`config.mk`:
```
export PLATFORM = sky130hd
export DESIGN_NAME = dual_three_digit_seven_segment_scanner
export DESIGN_NICKNAME = d
export VERILOG_FILES = /design/src/dtdss_pkg.sv /design/src/dtdss_digits.sv /design/src/dual_three_digit_seven_segment_scanner.sv
export SDC_FILE = /design/constraint.sdc
export NUM_CORES = 1
export LEC_CHECK = 0
export ABC_AREA = 0
export ABC_CLOCK_PERIOD_IN_PS = 12200
export BUFFER_PORTS_ARGS = -buffer_cell sky130_fd_sc_hd__buf_4
export CAP_MARGIN = 20
export CORE_MARGIN = 2
export CORE_UTILIZATION = 65
export DETAILED_ROUTE_END_ITERATION = 10
export PLACE_DENSITY = 0.84
export SYNTH_ARGS = -nofsm -noshare
export SYNTH_HDL_FRONTEND = slang
export SYNTH_SLANG_ARGS = --single-unit
```
`constraint.sdc`:
```
create_clock -name i_clk -period 12.2 [get_ports i_clk]
set_clock_uncertainty 0.05 [all_clocks]
set_input_delay 0.61 -clock i_clk [delete_from_list [all_inputs] [get_ports i_clk]]
set_output_delay 0.61 -clock i_clk [all_outputs]
set_load 0.005 [all_outputs]
```
`src/dtdss_pkg.sv`:
```
`default_nettype none
// ----------------------------------------------------------------------------
// dtdss_pkg
// Shared types, segment codes and the digit glyph table for the dual
// three-digit seven-segment scanner.
// ----------------------------------------------------------------------------
package dtdss_pkg;

    // input transfer: two display values
    typedef struct packed {
        logic [15:0] first_value;
        logic [15:0] second_value;
    } t_in;

    // result transfer: lit digit and both segment buses
    typedef struct packed {
        logic [2:0] active_digit;
        logic [6:0] first_segments;
        logic [6:0] second_segments;
    } t_out;

    // decimal digits of one value, as seen by the segment logic
    typedef struct packed {
        logic [3:0] ones;
        logic [3:0] tens;
        logic [3:0] hundreds;
        logic       hundreds_lit;  // hundreds digit is 1..9
        logic       below_ten;     // value is 0..9
    } t_digits;

    // scan positions
    localparam logic [2:0] POS_ONE_ONES     = 3'd0;
    localparam logic [2:0] POS_ONE_TENS     = 3'd1;
    localparam logic [2:0] POS_ONE_HUNDREDS = 3'd2;
    localparam logic [2:0] POS_TWO_ONES     = 3'd3;
    localparam logic [2:0] POS_TWO_TENS     = 3'd4;
    localparam logic [2:0] POS_TWO_HUNDREDS = 3'd5;

    // segment patterns, bit6=a .. bit0=g
    localparam logic [6:0] SEG_BLANK = 7'h00;
    localparam logic [6:0] SEG_MINUS = 7'h01;
    localparam logic [6:0] SEG_O     = 7'h7E;
    localparam logic [6:0] SEG_L     = 7'h0E;

    localparam logic [15:0] OVERLOAD_VALUE = 16'hFFFF;

    // digit to segment pattern, anything above 9 is blank
    function automatic logic [6:0] glyph(input logic [3:0] d);
        logic [6:0] seg;
        case (d)
            4'd0:    seg = 7'h7E;
            4'd1:    seg = 7'h30;
            4'd2:    seg = 7'h6D;
            4'd3:    seg = 7'h79;
            4'd4:    seg = 7'h33;
            4'd5:    seg = 7'h5B;
            4'd6:    seg = 7'h5F;
            4'd7:    seg = 7'h72;
            4'd8:    seg = 7'h7F;
            4'd9:    seg = 7'h7B;
            default: seg = SEG_BLANK;
        endcase
        return seg;
    endfunction

endpackage
`default_nettype wire

```
`src/dtdss_digits.sv`:
```
`default_nettype none
// ----------------------------------------------------------------------------
// dtdss_digits
// Splits a 16-bit value into ones, tens and hundreds digits using
// reciprocal multiplies (divide by 10 and by 100), no dividers.
// ----------------------------------------------------------------------------
module dtdss_digits
    import dtdss_pkg::*;
(
    input  wire logic [15:0] i_value,
    output t_digits          o_digits
);

    logic [31:0] prod10;
    logic [26:0] prod100;
    logic [12:0] q10;
    logic [9:0]  q100;
    logic [15:0] ones_full;
    logic [12:0] tens_full;

    // v/10 = (v * 0xCCCD) >> 19, exact over 16 bits
    assign prod10 = 32'(i_value) * 32'd52429;
    assign q10    = prod10[31:19];

    // v/100 = (v>>2)/25 = ((v>>2) * 5243) >> 17, exact over 16 bits
    assign prod100 = 27'(i_value[15:2]) * 27'd5243;
    assign q100    = prod100[26:17];

    // remainders by shift-add times ten
    assign ones_full = i_value - ({3'b000, q10} << 3) - ({3'b000, q10} << 1);
    assign tens_full = q10 - ({3'b000, q100} << 3) - ({3'b000, q100} << 1);

    always_comb begin
        o_digits.ones         = ones_full[3:0];
        o_digits.tens         = tens_full[3:0];
        o_digits.hundreds     = q100[3:0];
        o_digits.hundreds_lit = (q100 != 10'd0) && (q100 <= 10'd9);
        o_digits.below_ten    = (q10 == 13'd0);
    end

endmodule
`default_nettype wire

```
`src/dual_three_digit_seven_segment_scanner.sv`:
```
`default_nettype none
// ----------------------------------------------------------------------------
// dual_three_digit_seven_segment_scanner
// Each transfer is one scan tick: steps a six-position scan index and
// refreshes the segment pattern of the digit now lit.
//
//  channel | direction | handshake                 | payload
//  in      | input     | i_in_valid / o_in_stall   | i_in_data  (t_in)
//  out     | output    | o_out_valid / i_out_stall | o_out_data (t_out)
//
// One item per cycle while the output is not stalled; each item passes
// the input register, then the result register.
// Synchronous active-low reset clears the scan index, both held patterns
// and all valid flags; the first tick lights position 1, display one tens.
// A stall on the output holds the result and backs up into the input
// register, which then stalls the input side.
// ----------------------------------------------------------------------------
module dual_three_digit_seven_segment_scanner
    import dtdss_pkg::*;
(
    input  wire logic i_clk,
    input  wire logic i_rst_n,
    input  wire logic i_in_valid,
    output logic      o_in_stall,
    input  wire t_in  i_in_data,
    output logic      o_out_valid,
    input  wire logic i_out_stall,
    output t_out      o_out_data
);

    logic       r_in_valid;
    t_in        r_in;
    logic       r_out_valid;
    t_out       r_out;
    logic [2:0] r_scan_idx;
    logic [6:0] r_first_pat;
    logic [6:0] r_second_pat;

    logic       advance;
    logic       in_xfer;
    logic [2:0] n_scan_idx;
    logic [6:0] n_first_pat;
    logic [6:0] n_second_pat;
    logic [15:0] sel_value;
    logic        overload;
    t_digits     digits;

    // pipeline flow control
    assign advance    = r_in_valid && (!r_out_valid || !i_out_stall);
    assign o_in_stall = r_in_valid && !advance;
    assign in_xfer    = i_in_valid && !o_in_stall;

    // input register
    always_ff @(posedge i_clk) begin
        if (!i_rst_n) begin
            r_in_valid <= 1'b0;
        end else if (in_xfer) begin
            r_in_valid <= 1'b1;
        end else if (advance) begin
            r_in_valid <= 1'b0;
        end
    end

    always_ff @(posedge i_clk) begin
        if (in_xfer) begin
            r_in <= i_in_data;
        end
    end

    // scan index step with wrap after the last position
    assign n_scan_idx = (r_scan_idx >= POS_TWO_HUNDREDS) ? POS_ONE_ONES
                                                         : r_scan_idx + 3'd1;

    // display two drops its sign bit before the digit split
    assign sel_value = (n_scan_idx < POS_TWO_ONES) ? r_in.first_value
                                                   : {1'b0, r_in.second_value[14:0]};
    assign overload  = (r_in.first_value == OVERLOAD_VALUE);

    dtdss_digits u_digits (
        .i_value  (sel_value),
        .o_digits (digits)
    );

    // pattern of the lit digit, the other display holds
    always_comb begin
        n_first_pat  = r_first_pat;
        n_second_pat = r_second_pat;
        case (n_scan_idx)
            POS_ONE_ONES: begin
                n_first_pat = overload ? SEG_L : glyph(digits.ones);
            end
            POS_ONE_TENS: begin
                if (overload) begin
                    n_first_pat = SEG_O;
                end else if (digits.below_ten) begin
                    n_first_pat = SEG_BLANK;
                end else begin
                    n_first_pat = glyph(digits.tens);
                end
            end
            POS_ONE_HUNDREDS: begin
                n_first_pat = (overload || !digits.hundreds_lit) ? SEG_BLANK
                                                                 : glyph(digits.hundreds);
            end
            POS_TWO_ONES: begin
                n_second_pat = glyph(digits.ones);
            end
            POS_TWO_TENS: begin
                n_second_pat = glyph(digits.tens);
            end
            default: begin
                if (r_in.second_value[15]) begin
                    n_second_pat = SEG_MINUS;
                end else if (!digits.hundreds_lit) begin
                    n_second_pat = SEG_BLANK;
                end else begin
                    n_second_pat = glyph(digits.hundreds);
                end
            end
        endcase
    end

    // scan state
    always_ff @(posedge i_clk) begin
        if (!i_rst_n) begin
            r_scan_idx   <= POS_ONE_ONES;
            r_first_pat  <= SEG_BLANK;
            r_second_pat <= SEG_BLANK;
        end else if (advance) begin
            r_scan_idx   <= n_scan_idx;
            r_first_pat  <= n_first_pat;
            r_second_pat <= n_second_pat;
        end
    end

    // result register
    always_ff @(posedge i_clk) begin
        if (!i_rst_n) begin
            r_out_valid <= 1'b0;
        end else if (advance) begin
            r_out_valid <= 1'b1;
        end else if (!i_out_stall) begin
            r_out_valid <= 1'b0;
        end
    end

    always_ff @(posedge i_clk) begin
        if (advance) begin
            r_out.active_digit    <= n_scan_idx;
            r_out.first_segments  <= n_first_pat;
            r_out.second_segments <= n_second_pat;
        end
    end

    assign o_out_valid = r_out_valid;
    assign o_out_data  = r_out;

    // checks
    a_digit_range: assert property (@(posedge i_clk) disable iff (!i_rst_n)
        o_out_valid |-> (o_out_data.active_digit <= POS_TWO_HUNDREDS))
        else $error("active digit out of range");

    a_held_item: assert property (@(posedge i_clk) disable iff (!i_rst_n)
        (r_in_valid && !advance) |=> (r_in_valid && $stable(r_in)))
        else $error("held input item lost or changed");

    a_second_holds: assert property (@(posedge i_clk) disable iff (!i_rst_n)
        (advance && (n_scan_idx < POS_TWO_ONES)) |=> $stable(r_second_pat))
        else $error("display two pattern changed while display one scanned");

    a_first_holds: assert property (@(posedge i_clk) disable iff (!i_rst_n)
        (advance && (n_scan_idx >= POS_TWO_ONES)) |=> $stable(r_first_pat))
        else $error("display one pattern changed while display two scanned");

endmodule
`default_nettype wire
```
==> results of run 1 <==
final cells by class:
type / count / area share [%]
clock inverters: 6 / 0.313
well taps: 234 / 2.22
inverters: 268 / 7.63
multi-input cells: 944 / 70.2
clock buffers: 10 / 1.74
repair buffers: 67 / 3.82
flip-flops and latches: 68 / 14.1
worst max-delay path by stage:
stage | slack (ps) | from | end
finish | 1640 | r_scan_idx[0]$_SDFFE_PN0P_ | r_first_pat[6]$_SDFFE_PN0P_
global route | 980 | r_scan_idx[0]$_SDFFE_PN0P_ | o_out_data[13]$_DFFE_PP_
CTS | 1760 | r_scan_idx[0]$_SDFFE_PN0P_ | r_first_pat[6]$_SDFFE_PN0P_
detailed placement | 1860 | r_scan_idx[0]$_SDFFE_PN0P_ | r_first_pat[6]$_SDFFE_PN0P_
global placement | 2120 | r_scan_idx[0]$_SDFFE_PN0P_ | o_out_data[13]$_DFFE_PP_
floorplan | 2570 | r_scan_idx[0]$_SDFFE_PN0P_ | o_out_data[13]$_DFFE_PP_
synthesized netlist by cell type (5+ instances only):
cell type,number
edfxtp_1,49
and2_1,7
or2_2,7
a21oi_1,71
dfxtp_1,19
a31oi_1,11
o21a_1,11
nand4_1,15
xor2_1,14
or3_1,7
a221oi_1,6
nand2_1,64
mux2i_1,24
o211ai_1,8
a21o_1,24
nor2_1,68
nand3_1,19
inv_1,265
nor2b_1,8
clkbuf_1,16
and3_1,6
mux2_2,5
o21ai_0,44
nor3_1,12
xnor2_1,50
ha_1,237
fa_1,126
nand2b_1,10
a211oi_1,10
cells by family after synthesis:
group,Yosys count
xor gates and xnor gates,68
and+or+nand+nor,237
AOI/OAI and AO/OA,245
muxes,31
buffers and inverters,287
DFF,68
adders and majority gates,363
metal layers:
metal	vias to the layer above	routed length, µm	global-route usage, %
met4	0	1110	11.4
met2	449	14800	55.4
met3	74	2910	7.30
met5	-	0	0
met1	4704	13700	45.7
li1	4505	-	-
through the flow:
step	util [%]	setup WS (ps)	hold WS, ps
finish	71.2	1640	407
global route	71.2	984	401
CTS	71.2	1760	401
detailed placement	69.7	1860	411
global placement	69.7	2120	403
floorplan	-	2570	396
flip-flops by register name (all words and copies together) (netlist names):
| signal | cells |
|---|---|
| r_scan_idx | 3 |
| r_in_valid | 1 |
| r_in | 32 |
| r_first_pat | 7 |
| o_out_data | 17 |
| o_out_valid | 1 |
| r_second_pat | 7 |
worst max-delay path, delay by kind of cell, from the launching register on:
kind	cells	cell delay, ps
flip-flops	1	510
AND/OR/NAND/NOR	2	560
XOR/XNOR	3	1450
AO/OA/AOI/OAI	11	2410
multiplexers	3	860
adder cells (fa/ha/maj)	8	3270
buffers and inverters	8	1320
==> run_results.csv, run 1 <==
group,metric,value,unit
min_path,worstHoldPathType,"input pin to flop",
final_layout,seq_area,1850,µm²
job,cap_violations,0,
global_routing,grt_start_max_net_pins,33,
timing,period_minus_slack,10560,ps
die,core,18500,µm²
timing,setup_tns,0,ps
final_layout,stdcell_area,13200,µm²
synthesis,ys_seq_elements,68,
setup_path,timing_worst_setup_path_type,"flop to flop",
timing,hold_viol_final,0,
timing,tightest_slew,1050,ps
final_layout,final_common_cell,"inv_1",
timing,setup_viol,0,
cts,clockBufferDepth,2,
route,routed_via_density,6.09,
setup_path,start_kind,"flop",
setup_path,critPathSlowestCell,"xnor2_1",
global_routing,grt_pass1_vias,10000,
synthesis,synthTopCellsByArea,"ha_1 (24%), fa_1 (21%), edfxtp_1 (12%), inv_1 (8.2%), xnor2_1 (3.6%)",
synthesis,synth_top_area_share,24.3,%
die,die_w,141,µm
place,dp_hpwl,27500,µm
cts,cts_setup_buffers,0,
setup_path,r2r_setup_slack,1640,ps
synthesis,synth_xor_xnor_area_share,5.26,%
setup_path,worstPathMaxFanout,21,
setup_path,r2r-end,"r_first_pat[6]$_SDFFE_PN0P_",
synthesis,yosys.area.top_type,"ha_1",
setup_path,cp_common_cell,"inv_1",
synthesis,synthAdderAreaFrac,45.0,%
min_path,hold_start,"i_in_data[18]",
cts,cts-root-buf,"clkbuf_16",
synthesis,synth_compound_area_share,13.5,%
synthesis,synth_flop_cell,"edfxtp_1",
global_routing,antenna_found_initial,0,
setup_path,r2r_start,"r_scan_idx[0]$_SDFFE_PN0P_",
synthesis,synthArstFlopShare,0,%
synthesis,synth_area_per_cell,9.38,µm²
timing,fmax,0.0947,GHz
synthesis,synth_top_family_by_area,"adder cells",
synthesis,ys_seq_area_share,15.2,%
synthesis,synth_simple_gate_area_share,9.45,%
cts,clkSinkCount,68,
timing,rsz0062_at_grt,"false",
setup_path,required,12370,ps
route,drt_wl_total,32500,µm
timing,slew_violations,0,
cts,cts_hold_buf,0,
cts,cts_tree,"built",
die,rows,50,
synthesis,synth.area.mux_share,2.67,%
route,first_pass_iters,6,
timing,period_share,86.6,%
setup_path,critical_path_arrival,10730,ps
synthesis,syn-instance-count,1299,
setup_path,r2r_cells,35,
place,numPortBuffers,54,
synthesis,netlist_area,12200,µm²
min_path,whs_endpoint,"r_in[18]$_DFFE_PP_",
final_layout,drive_gt1_share,8.58,%
final_layout,stdcell_count,1597,
synthesis,synth_nets,1698,
final_layout,multiInputGateArea,9260,µm²
final_layout,finalNetCount,1757,
place,place_congestion,1.04,
die,die_area,19900,µm²
die,start_util,65.8,%
min_path,hold_path_depth,1,
cts,clk_pin_slew,60,ps
final_layout,fill_cells,1405,
outcome,outcome,"completed",
place,placedCellCount,1581,
setup_path,end_kind,"flop",
route,drc,0,
final_layout,layout_common_cells,"inv_1 (265), ha_1 (237), fa_1 (126)",
global_routing,grt_util_all_layers,34.1,%
route,antenna_left,0,
synthesis,synth-edff-count,49,
route,vias,9732,
cts,clkLatencyLatePin,330,ps
die,io_pins,55,
final_layout,syn_to_final_growth,8.19,%
timing,slew_headroom,29.6,%
cts,htree_num_levels,3,
cts,cts_resized,0,
place,post_dp_cell_area,12900,µm²
synthesis,yosysWarningCount,0,
final_layout,antenna_cells,0,
route,wire_per_inst,20.3,µm
global_routing,grt_pass1_wl,52300,µm
route,drtIter0Drc,837,
setup_path,slowest_delay,660,ps
cts,numCtsBuffers,9,
synthesis,synth_cell_types,79,
die,die_h,141,µm
global_routing,globalRouteOverflowTotal,0,
Power of run 1 is not shown: default switching activity piles up to over one toggle a cycle in this logic, so the estimate is an artifact.
==> run 2: changes to the inputs <==
- ABC_CLOCK_PERIOD_IN_PS: 12200 -> 10500
- clock period: 12.2 -> 10.5 ns (I/O delays scaled with it)
==> run_results.csv, run 2 (same netlist as run 1, synthesis figures left out) <==
group,metric,value,unit
die,die_h,141,µm
outcome,outcome,"completed",
setup_path,start_kind,"flop",
final_layout,biggestRegsByFlops,"r_in x32, o_out_data x17",
final_layout,layout_common_cells,"inv_1 (265), ha_1 (237), fa_1 (126)",
route,antenna_left,0,
setup_path,slowest_delay,560,ps
min_path,hold_start,"i_in_data[1]",
setup_path,critical_path_arrival,9850,ps
cts,htree_num_levels,3,
route,wire_per_inst,20.1,µm
final_layout,antenna_cells,0,
final_layout,largest_reg_flops,32,
cts,clkLatencyLatePin,330,ps
global_routing,antenna_found_initial,0,
die,core,18500,µm²
setup_path,r2r-end,"o_out_data[13]$_DFFE_PP_",
setup_path,critPathSlowestCell,"ha_1",
final_layout,syn_to_final_growth,8.78,%
setup_path,timing_worst_setup_path_type,"flop to flop",
global_routing,grt_pass1_wl,51700,µm
global_routing,globalRouteOverflowTotal,0,
timing,hold_viol_final,0,
setup_path,r2r_cells,33,
final_layout,finalNetCount,1766,
timing,timing.hold.ws,324,ps
die,io_pins,55,
timing,fmax,0.102,GHz
cts,numCtsBuffers,9,
setup_path,critical_path.startpoint,"r_scan_idx[0]$_SDFFE_PN0P_",
route,vias,9725,
final_layout,drive_gt1_share,9.40,%
timing,setup_viol,0,
timing,rsz0062_at_grt,"false",
die,start_util,65.8,%
cts,clk_pin_slew,60,ps
min_path,worstHoldPathType,"input pin to flop",
final_layout,final_common_cell,"inv_1",
route,routed_via_density,6.06,
setup_path,worstPathMaxFanout,10,
die,rows,50,
cts,cts_tree,"built",
timing,period_minus_slack,9810,ps
timing,slew_violations,0,
timing,tightest_slew,1140,ps
final_layout,regMostFlops,"r_in",
setup_path,r2r_start,"r_scan_idx[0]$_SDFFE_PN0P_",
global_routing,grt_util_all_layers,33.8,%
setup_path,cp_common_cell,"inv_1",
setup_path,required,10530,ps
setup_path,end_kind,"flop",
route,drt_wl_total,32200,µm
timing,slew_headroom,23.3,%
cts,cts-root-buf,"clkbuf_16",
job,cap_violations,0,
place,place_congestion,1.10,
global_routing,grt_start_max_net_pins,33,
die,die_area,19900,µm²
timing,period_share,93.5,%
die,die_w,141,µm
cts,clkSinkCount,68,
route,drtIter0Drc,822,
place,dp_hpwl,27500,µm
global_routing,grt_pass1_vias,10100,
setup_path,r2r_setup_slack,690,ps
min_path,hold_path_depth,1,
final_layout,fill_cells,1360,
route,drc,0,
timing,setup_tns,0,ps
setup_path,critPathCapture,"o_out_data[13]$_DFFE_PP_",
cts,clockBufferDepth,2,
place,numPortBuffers,54,
route,first_pass_iters,5,
[run 2: cell types whose count changed in the layout (fill, tap and decap cells not counted), moves of 2 or more]
cell        delta
clkinv_2       +3
inv_4          +2
buf_4          +9
clkinvlp_4     -2
[run 2: worst min path at each step]
stage                                   endpoint  slack [ps]
detailed placement  r_second_pat[0]$_SDFFE_PN0P_         450
floorplan           r_second_pat[0]$_SDFFE_PN0P_         400
global placement    r_second_pat[0]$_SDFFE_PN0P_         400
finish                         r_in[1]$_DFFE_PP_         320
CTS                           r_in[10]$_DFFE_PP_         320
global route                  r_in[30]$_DFFE_PP_         320
[run 2: layout make-up]
class / count / area [µm²] / share of cell area, %
clock buffer: 9 / 225 / 1.70
clock inverter: 7 / 41.3 / 0.312
inverter: 268 / 1010 / 7.59
multi-input combinational: 944 / 9260 / 69.9
sequential: 68 / 1850 / 14.0
tap: 234 / 293 / 2.21
timing repair buffer: 76 / 571 / 4.31
[run 2: what timing repair did]
item                       CTS  global route
buffers inserted             0             3
gates resized for setup      0             2
hold buffers                 0             0
setup endpoints to repair    0            17
[run 2: worst max-delay path: cells and delay by family, from the launching register on]
family	cells	cell delay [ps]
adder cells (fa/ha/maj)	9	4200
AND/OR/NAND/NOR	4	840
buffers and inverters	6	650
flip-flops	1	400
XOR/XNOR	2	660
multiplexers	3	910
AO/OA/AOI/OAI	9	1860
[run 2: routing by layer]
layer	up-vias	GRT usage, %	share of wire (%)
li1	4530	-	-
met3	71	6.28	9.0
met2	481	56.3	47
met5	-	0	0
met4	0	11.1	3.0
met1	4643	44.8	41
[run 2: per-stage QoR]
step / instance area [µm²] / setup slack, ps / std cells / utilization (%)
5_1_grt: 13300 / 60.3 / 1606 / 71.6
2_1_floorplan: 12200 / 874 / 1299 / -
3_3_place_gp: 13000 / 800 / 1587 / 70.0
6_report: 13300 / 687 / 1606 / 71.6
3_5_place_dp: 13000 / 480 / 1587 / 70.0
4_1_cts: 13200 / 383 / 1603 / 71.4
Power of run 2 is left out for the same reason.
==> run 3: changes to the inputs <==
- ABC_AREA: 0 -> 1
- PLACE_DENSITY: 0.84 -> 0.83
- RECOVER_POWER: unset -> 25
==> run_results.csv, run 3 <==
group,metric,value,unit
outcome,outcome,"completed",
global_routing,grt_start_max_net_pins,45,
die,start_util,65.7,%
synthesis,synth_compound_area_share,7.63,%
cts,htree_num_levels,3,
timing,rsz0062_at_grt,"false",
synthesis,synth_simple_gate_area_share,21.7,%
place,dp_hpwl,30400,µm
final_layout,fin_util,71.2,%
synthesis,yosysWarningCount,0,
global_routing,globalRouteOverflowTotal,0,
cts,numCtsBuffers,9,
die,io_pins,55,
timing,tightest_slew,1050,ps
synthesis,synth_area_per_cell,7.95,µm²
setup_path,cp_common_cell,"nand2_1",
global_routing,grt_pass1_wl,57300,µm
setup_path,end_kind,"flop",
min_path,worstHoldPathType,"input pin to flop",
route,antenna_left,0,
final_layout,antenna_cells,0,
route,drtIter0Drc,883,
final_layout,regMostFlops,"r_in",
route,first_pass_iters,5,
synthesis,synth_top_family_by_area,"adder cells",
job,cap_violations,0,
synthesis,synth.area.mux_share,0,%
die,die_h,146,µm
final_layout,final_common_cell,"inv_1",
synthesis,synth_cell_types,53,
timing,hold_viol_final,0,
final_layout,finalNetCount,2120,
timing,period_minus_slack,9270,ps
cts,clkSinkCount,68,
route,vias,11300,
synthesis,synthArstFlopShare,0,%
timing,fmax,0.108,GHz
cts,cts-root-buf,"clkbuf_16",
setup_path,critical_path_arrival,9300,ps
route,wire_per_inst,17.7,µm
final_layout,syn_to_final_growth,8.41,%
synthesis,synth_top_area_share,22.5,%
place,numPortBuffers,54,
synthesis,netlist_area,13200,µm²
global_routing,antenna_found_initial,0,
setup_path,timing_worst_setup_path_type,"flop to flop",
die,die_area,21400,µm²
synthesis,synthAdderAreaFrac,41.7,%
setup_path,worstPathMaxFanout,32,
synthesis,synth_flop_cell,"edfxtp_1",
die,core,20000,µm²
place,place_congestion,1.07,
die,die_w,146,µm
global_routing,grt_util_all_layers,34.1,%
timing,slew_violations,0,
cts,cts_hold_buf,0,
cts,cts_resized,0,
timing,period_share,88.3,%
cts,clkLatencyLatePin,320,ps
cts,clk_pin_slew,60,ps
setup_path,required,10540,ps
synthesis,synth-edff-count,49,
synthesis,syn-instance-count,1655,
final_layout,biggestRegsByFlops,"r_in x32, o_out_data x17",
synthesis,yosys.area.top_type,"ha_1",
route,drc,0,
setup_path,slowest_delay,580,ps
synthesis,ys_seq_area_share,14.1,%
synthesis,synthTopCellsByArea,"ha_1 (23%), fa_1 (19%), inv_1 (11%), edfxtp_1 (11%), nand2_1 (7.4%)",
route,drt_wl_total,35300,µm
setup_path,critPathSlowestCell,"nor2_1",
timing,slew_headroom,29.9,%
synthesis,synth.most_common_cell,"inv_1",
die,rows,52,
synthesis,synth_xor_xnor_area_share,2.79,%
final_layout,drive_gt1_share,10.0,%
final_layout,fill_cells,1649,
final_layout,layout_common_cells,"inv_1 (400), nand2_1 (261), ha_1 (237)",
synthesis,synth_nets,2054,
synthesis,ys_seq_elements,68,
route,routed_via_density,5.67,
global_routing,grt_pass1_vias,11600,
cts,cts_tree,"built",
final_layout,largest_reg_flops,32,
setup_path,start_kind,"flop",
cts,cts_setup_buffers,0,
cts,clockBufferDepth,2,
timing,setup_viol,0,
timing,setup_tns,0,ps
synthesis,synth.cells.most_frequent,"inv_1 (400), nand2_1 (261), ha_1 (237)",
[run 3: worst max-delay path, delay by kind of cell, from the launching register on]
family,cells,cell delay (ps)
and+or+nand+nor,23,3570
adders and majority gates,8,3210
buffers and inverters,12,1440
DFF,1,420
xor gates and xnor gates,1,220
AOI/OAI and AO/OA,1,100
[run 3: kinds of logic (layout without fill, tap and decap cells)]
| group | after synthesis | count (layout) |
|---|---|---|
| compound gates | 168 | 168 |
| xor+xnor | 41 | 41 |
| fa+ha+maj | 363 | 363 |
| buf+inv | 417 | 488 |
| flops | 68 | 68 |
| simple gates | 598 | 598 |
[run 3: final timing paths]
kind	start	to	slack, ps	cells past startpoint
min reg2reg	r_scan_idx[1]$_SDFFE_PN0P_	r_scan_idx[1]$_SDFFE_PN0P_	450	2
max reg2reg	r_scan_idx[0]$_SDFFE_PN0P_	o_out_data[7]$_DFFE_PP_	1230	45
max	r_scan_idx[0]$_SDFFE_PN0P_	o_out_data[7]$_DFFE_PP_	1230	45
min	i_in_data[29]	r_in[29]$_DFFE_PP_	340	1
[run 3: metrics by stage]
stage                     area, µm²  std cells  hold WS [ps]  setup slack (ps)
after floorplan               13200       1655           407              2360
after global placement        13900       1978           440              1560
after detailed placement      13900       1978           443              1390
after CTS                     14200       1994           319              1380
after global routing          14300       1996           343               547
final                         14300       1996           345              1230
[run 3: routing by layer]
layer  routed length [µm]  up-vias  global-route usage (%)
li1                     -     5381                       -
met1                15100     5306                    47.2
met2                15500      538                    53.4
met3                 3510       84                    7.25
met4                 1160        0                    11.7
met5                    0        -                       0
[run 3: layout make-up]
| type | instances | area [µm²] | share of cell area [%] |
|---|---|---|---|
| Timing Repair Buffer | 65 | 500 | 3.51 |
| Clock inverter | 4 | 27.5 | 0.193 |
| Tap cell | 270 | 338 | 2.37 |
| Inverter | 407 | 1530 | 10.7 |
| Sequential cell | 68 | 1850 | 13.0 |
| Multi-Input combinational cell | 1170 | 9720 | 68.2 |
| Clock buffer | 12 | 289 | 2.03 |
Power of run 3 is left out for the same reason.
